### config.mk
export PLATFORM = sky130hd
export DESIGN_NAME = d2q9_div
export DESIGN_NICKNAME = d
export VERILOG_FILES = /design/src/design/d2q9_pkg.sv /design/src/design/d2q9_div.sv
export SDC_FILE = /design/constraint.sdc
export NUM_CORES = 1
export LEC_CHECK = 0
export BUFFER_PORTS_ARGS = -buffer_cell sky130_fd_sc_hd__buf_2
export CAP_MARGIN = 5
export CORE_MARGIN = 1.5
export CORE_UTILIZATION = 35
export CTS_CLUSTER_DIAMETER = 100
export DETAILED_ROUTE_END_ITERATION = 6
export GPL_TIMING_DRIVEN = 0
export PLACE_DENSITY_LB_ADDON = 0.25
export SETUP_SLACK_MARGIN = 0.05
export SYNTH_ARGS = -nofsm -noshare
export SYNTH_HDL_FRONTEND = slang
export SYNTH_SLANG_ARGS = --single-unit
### constraint.sdc
create_clock -name clk -period 7.38 [get_ports clk]
set_input_delay 0.738 -clock clk [delete_from_list [all_inputs] [get_ports clk]]
set_output_delay 0.738 -clock clk [all_outputs]
set_load 0.02 [all_outputs]
### src/design/d2q9_pkg.sv
// ----------------------------------------------------------------------------
// d2q9_pkg
// Shared types, constants and direction tables for the D2Q9 node block.
// ----------------------------------------------------------------------------
package d2q9_pkg;

  localparam int FRAC_BITS_DEF = 16;
  localparam int NUM_DIRS      = 9;
  localparam int DIR_W         = 4;
  localparam int VAL_W         = 32;
  localparam int ADDR_W        = 4;

  typedef enum logic [1:0] {
    CMD_LOAD    = 2'd0,
    CMD_COMPUTE = 2'd1,
    CMD_INIT    = 2'd2,
    CMD_NONE    = 2'd3
  } cmd_t;

  // direction vector component: -1, 0, +1
  function automatic logic signed [1:0] dir_ex(input logic [DIR_W-1:0] k);
    case (k)
      4'd1, 4'd5, 4'd8: dir_ex = 2'sd1;
      4'd3, 4'd6, 4'd7: dir_ex = -2'sd1;
      default:          dir_ex = 2'sd0;
    endcase
  endfunction

  function automatic logic signed [1:0] dir_ey(input logic [DIR_W-1:0] k);
    case (k)
      4'd2, 4'd5, 4'd6: dir_ey = 2'sd1;
      4'd4, 4'd7, 4'd8: dir_ey = -2'sd1;
      default:          dir_ey = 2'sd0;
    endcase
  endfunction

  function automatic logic signed [31:0] sat32(input logic signed [95:0] v);
    if (v > 96'sd2147483647)       sat32 = 32'sh7fffffff;
    else if (v < -96'sd2147483648) sat32 = 32'sh80000000;
    else                           sat32 = v[31:0];
  endfunction

endpackage

### src/design/d2q9_div.sv
// ----------------------------------------------------------------------------
// d2q9_div
// Radix-2 restoring divider, signed operands, quotient truncated toward zero,
// saturated to 32 bits. One quotient bit per cycle.
// ----------------------------------------------------------------------------
module d2q9_div
  import d2q9_pkg::*;
(
  input  logic               clk,
  input  logic               rst_n,
  input  logic               start,
  input  logic signed [63:0] num,
  input  logic signed [31:0] den,
  output logic               done,
  output logic signed [31:0] quo
);

  logic [63:0] n_mag_r, n_mag_nxt;
  logic [31:0] d_mag_r, d_mag_nxt;
  logic [64:0] rem_r, rem_nxt;
  logic [63:0] q_r, q_nxt;
  logic        neg_r, neg_nxt;
  logic [6:0]  cnt_r, cnt_nxt;
  logic        run_r, run_nxt;
  logic        done_r, done_nxt;
  logic [64:0] shifted;
  logic signed [95:0] qs;

  always_comb begin
    n_mag_nxt = n_mag_r;
    d_mag_nxt = d_mag_r;
    rem_nxt   = rem_r;
    q_nxt     = q_r;
    neg_nxt   = neg_r;
    cnt_nxt   = cnt_r;
    run_nxt   = run_r;
    done_nxt  = 1'b0;
    shifted   = {rem_r[63:0], n_mag_r[63]};
    if (start) begin
      n_mag_nxt = num[63] ? 64'(-num) : 64'(num);
      d_mag_nxt = den[31] ? 32'(-den) : 32'(den);
      neg_nxt   = num[63] ^ den[31];
      rem_nxt   = '0;
      q_nxt     = '0;
      cnt_nxt   = 7'd64;
      run_nxt   = 1'b1;
    end else if (run_r) begin
      n_mag_nxt = {n_mag_r[62:0], 1'b0};
      if (shifted >= {33'd0, d_mag_r}) begin
        rem_nxt = shifted - {33'd0, d_mag_r};
        q_nxt   = {q_r[62:0], 1'b1};
      end else begin
        rem_nxt = shifted;
        q_nxt   = {q_r[62:0], 1'b0};
      end
      cnt_nxt = cnt_r - 7'd1;
      if (cnt_r == 7'd1) begin
        run_nxt  = 1'b0;
        done_nxt = 1'b1;
      end
    end
  end

  always_ff @(posedge clk) begin
    if (!rst_n) begin
      run_r  <= 1'b0;
      done_r <= 1'b0;
      cnt_r  <= '0;
    end else begin
      run_r  <= run_nxt;
      done_r <= done_nxt;
      cnt_r  <= cnt_nxt;
    end
    n_mag_r <= n_mag_nxt;
    d_mag_r <= d_mag_nxt;
    rem_r   <= rem_nxt;
    q_r     <= q_nxt;
    neg_r   <= neg_nxt;
  end

  assign qs   = neg_r ? -$signed({32'd0, q_r}) : $signed({32'd0, q_r});
  assign quo  = sat32(qs);
  assign done = done_r;

endmodule

[Word level (Yosys, flattened, before mapping)]
Cells that the tools add are included.
Word-level totals
  register bits after elaboration: 234
  input port bits: 99
  output and inout port bits: 33
Cells by class
  add/subtract/negate cells: 5
  $lt $le $gt $ge: 3
  equality and inequality tests: 1
  muxes and demuxes: 15
  bitwise gates (word level): 3
  reduce and logical (&&, ||, !) cells: 3
Operator list (count)
  64-bit 2-to-1 mux: 4
  96-bit by 32-bit greater-than comparator with 1-bit output (second input constant): 1
  96-bit by 32-bit < comparator with 1-bit output (second input constant): 1
  96-bit 2-to-1 mux: 1
  64-bit negation with 96-bit output: 1
  65-bit by 32-bit >= comparator with 1-bit output: 1
  32-bit 2-to-1 mux: 2
  64-bit negation: 1
  64-bit by 32-bit subtractor with 64-bit output: 1
  32-bit negation: 1
  31-bit 2-to-1 mux: 1
  7-bit 2-to-1 mux: 2
  7-bit by 1-bit == test with 1-bit output (second input constant): 1
  7-bit by 1-bit subtractor with 7-bit output (second input constant): 1
  1-bit 2-to-1 mux: 5
  3-bit OR reduction: 1
  1-bit NOT: 2
  2-bit nonzero test: 1
  2-bit OR reduction: 1
  1-bit XOR: 1

[Logic depth before layout (Yosys ltp)]
  depth after elaboration: 5
  gate-level depth with buffers: 15

[Least setup slack after synthesis]
No wires, ideal clock.
  path kind: register to output
  start point: reg q_r[31]
  end point: out quo[10]
  arrival: 4.211 ns
  data required time: 6.642 ns
  slack: 2.431 ns
  cell stages (with the launch flop): 14
  buffers on the path: 3
  cell sequence: dfxtp_1 -> buf_2 -> or4_1 -> clkbuf_1 -> nor4_1 -> nand3b_1 -> or3_1 -> o31ai_1 -> xor2_1 -> or4_1 -> or4_1 -> and2_4 -> buf_6 -> o21ai_2
On the way
  word-level cells in the longest chain between the ends: 5
  elaborated cells between the ends (all ways): 6
  those cells by class: add/sub: 1; order compare: 2; mux: 3
Ends and longest elaborated chain
  from (decl): RTL line d2q9_div.sv:21  | logic [63:0] q_r, q_nxt;
  from (signal assigned): RTL line d2q9_div.sv:77  | q_r <= q_nxt;
  64-bit negation with 96-bit output: RTL line d2q9_div.sv:81  | assign qs = neg_r ? -$signed({32'd0, q_r}) : $signed({32'd0, q_r});
  96-bit 2-to-1 mux *: RTL line d2q9_div.sv:81
  96-bit by 32-bit < comparator with 1-bit output: RTL line d2q9_pkg.sv:39  | else if (v < -96'sd2147483648) sat32 = 32'sh80000000;
  32-bit 2-to-1 mux: RTL line d2q9_pkg.sv:39
  32-bit 2-to-1 mux *: RTL line d2q9_pkg.sv:38  | if (v > 96'sd2147483647) sat32 = 32'sh7fffffff;
  to (decl): RTL line d2q9_div.sv:15  | output logic signed [31:0] quo
Mark *: on every way between the ends. The rest lies on a longest branch, timed or not.

[Final worst setup path]
  start point: reg q_r[36]
  end point: out quo[25]
The elaborated chain is that of the path after synthesis.

==> summary.txt <==
Timing
  – Setup-failing EPs final: 0
  – RSZ-0062 raised after global routing: no
  – Max_slew headroom: 0.312
  – Final worst setup slack: 0.944 ns
  – Setup TNS: 0 ns
  – Slew Viols, Final: 0
  – Hold Fails Final Rpt: 0
  – Worst Skew: 0.00997 ns
  – Min Tclk post-route: 6.44 ns
  – Worst-Margin Slew: 1.02 ns
  – Final period util: 0.872
  – Fmax: 155 MHz

Detailed routing
  – TritonRoute pass-1 iters: 7
  – Via/cell ratio: 5.50
  – Final WL: 45900 um
  – Drt initial violations: 1061
  – Residual DRC: 0
  – Post-route ant nets: 0
  – Total number of vias: 14500
  – Routed len/inst: 17.4 um

Floorplan
  – Ports: 132
  – Initial core utilization: 0.356
  – Chip Width: 215 um
  – Row count: 77
  – Full die area: 46400 um^2
  – Chip height: 215 um
  – Core footprint: 44400 um^2

Critical path
  – CP startpoint: q_r[36]$_SDFFE_PP0P_
  – CP arrival: 5.70 ns
  – Worst path slowest cell: nor4_1
  – CP Capture Type: primary output
  – CP cell instances: clkbuf_1 -> or4_1 -> nor4_1 -> nand3b_1 -> nor4_1 -> xor2_1 -> o31ai_1 -> nand4_1 -> or4_1 -> and2_4 -> buf_6 -> o21ai_2 -> buf_2
  – Critical Path Start Type: register
  – Reg2reg start: d_mag_r[12]$_DFFE_PP_
  – Crit-path max cell delay: 0.94 ns
  – Req. time, crit path: 6.64 ns
  – Crit path max fanout: 10
  – Worst Setup Path Type: reg2out

Global route
  – Gr busiest metal: met2
  – GRT met2 Usage: 0.316
  – Largest net degree at the start of global routing: 65
  – Met1 Use GR: 0.267
  – Initial antenna violation count: 0
  – Met3 GRT Util: 0.0179
  – All-layer global routing usage: 0.193
  – Vias in the first global route: 13800
  – Total gr overflow: 0
  – First-pass GRT wire length: 73500 um

Synthesis
  – Count leader, synth: nor2_1
  – Post-synthesis sequential area ratio: 0.358
  – Top-area cell type share of the netlist area: 0.184
  – Synth Cell Area: 15800 um^2
  – Cell count after synthesis: 1859
  – Syn_nets: 1996
  – EDFF count, synth: 97
  – Area leader, netlist: edfxtp_1
  – Async set or reset register ratio after synthesis: 0
  – Yosys warning count: 0
  – Main synth FF type: dfxtp_1
  – Average size of a mapped cell: 8.50 um^2
  – Unique cell type count in the Yosys netlist: 79
  – Commonest cells post-synth: nor2_1 (243), nand2_1 (139), dfxtp_1 (137), xor2_1 (110), a21oi_1 (104)
  – Synth top area cells: edfxtp_1 (18%), dfxtp_1 (17%), xor2_1 (6.1%)
  – #FFs+latches synth: 234

Placement
  – DP HPWL: 34700 um
  – Final Wtd Congestion: 0.944
  – Placed Cells incl. Taps: 2582
  – Pre-CTS WS: 1.53 ns
  – Port Buffer Count: 131

Hold path
  – HP Start: den[0]
  – Worst min path class: in2reg

Clock network
  – Number of hold buffers added after cts: 0
  – TritonCTS clock tree: built
  – Clk sinks: 234
  – Skew-Pair Late Insertion Delay: 0.56 ns
  – Clock Pin Slew Worst Setup and Hold Paths: 0.06 ns
  – Clk buf depth: 3
  – Setup Buffers After CTS: 0
  – Post-cts sizing count: 0
  – CTS root buffer: clkbuf_16
  – H-tree levels: 1
  – TritonCTS buffer count: 28

Layout
  – Area Growth Syn to Fin: 15.5%
  – Sequential cell area: 5660 um^2
  – Fin util: 0.411
  – Diode count: 0
  – Fillcell total: 4462
  – Share of cells above drive strength 1: 0.127
  – Multi-input logic area: 9400 um^2
  – Layout net count: 2157
  – Cell Count, Final, Fillers Out: 2634

Power
  – Leakage: 7.07 nW
  – Worst VDD drop: 0.154 mV
  – Pwr per Cell Area: 222 nW/um^2

Outcome
  – Run status: finished clean

Job
  – Max-cap check violation count: 0
==> report_power, final <==
group / internal, mW / total (mW) / switching [mW]
Combinational: 0.385 / 0.991 / 0.606
Sequential: 1.47 / 1.53 / 0.0615
Clock: 0.959 / 1.54 / 0.579
==> critical path: cells and delay by family, from the launching register on <==
kind	cells	cell delay (ns)
flip-flops	1	0.29
buffers and inverters	3	0.59
AND/OR/NAND/NOR	7	3.69
AO/OA/AOI/OAI	2	0.42
XOR/XNOR	1	0.15
==> state kept, by name, indices dropped and copies added, names as in the netlist <==
| name | cells |
|---|---|
| q_r | 64 |
| d_mag_r | 32 |
| run_r | 1 |
| done | 1 |
| n_mag_r | 64 |
| neg_r | 1 |
| rem_r | 64 |
| cnt_r | 7 |
==> cell usage in the layout, fill, tap and decap left out, types with 7 or more instances in the layout <==
cell type  instances
and2_1             7
o21a_1             7
clkbuf_1          93
o21ai_2           30
mux2_2             8
nor2b_1            8
nand2b_1          13
nand2_1          138
nand3_1           33
mux2i_1           71
edfxtp_1          97
clkbuf_16         30
xnor2_1           86
inv_1             64
or4_1             37
o31ai_1           41
or2_2             14
a31oi_1           13
nor3_1            45
o41ai_1           18
ha_1              37
nor4_1            46
buf_6              7
and3_1             8
a21o_1            20
dfxtp_1          137
nand4_1           16
buf_1             19
a311oi_1          32
or3_1             52
o21ai_0           81
xor2_1           110
a21oi_1          104
a211oi_1          33
nor2_1           243
buf_2            134
==> cells by family after synthesis <==
group / Yosys count / synth area share
and+or+nand+nor: 694 / 0.217
AOI/OAI and AO/OA: 432 / 0.188
DFF: 234 / 0.358
xor gates and xnor gates: 196 / 0.109
buffers and inverters: 186 / 0.0477
muxes: 79 / 0.0507
adders and majority gates: 38 / 0.0306
==> layout make-up <==
cell class	count	share of cell area
clock inverters	20	0.0148
well taps	592	0.0406
multi-input cells	1439	0.515
flip-flops and latches	234	0.310
clock buffers	32	0.0421
repair buffers	131	0.0359
plain buffers	121	0.0280
inverters	65	0.0134
==> through the flow <==
stage	cell area [um^2]	hold WS (ns)	power (mW)
4_1_cts	18200	0.389	4.09
3_3_place_gp	17200	0.472	2.52
6_report	18200	0.416	4.06
3_5_place_dp	17200	0.484	2.53
2_1_floorplan	15800	0.459	2.26
5_1_grt	18200	0.399	4.26
==> metal layers <==
layer  routed length, um  vias to the layer above
met5                   0                        -
met4                1240                        0
met3                2170                       76
met2               21100                      363
met1               21400                     6946
li1                    -                     7111
==> path summary, 6_finish.rpt <==
check / cells after the start / slack, ns / to
worst max-delay path: 13 / 0.94 / quo[25]
worst min-delay path: 1 / 0.42 / d_mag_r[0]$_DFFE_PP_
worst min register to register: 2 / 0.50 / rem_r[63]$_SDFFE_PP0P_
worst max register to register: 12 / 3.29 / rem_r[62]$_SDFFE_PP0P_
(Power assumes the default switching activity.)
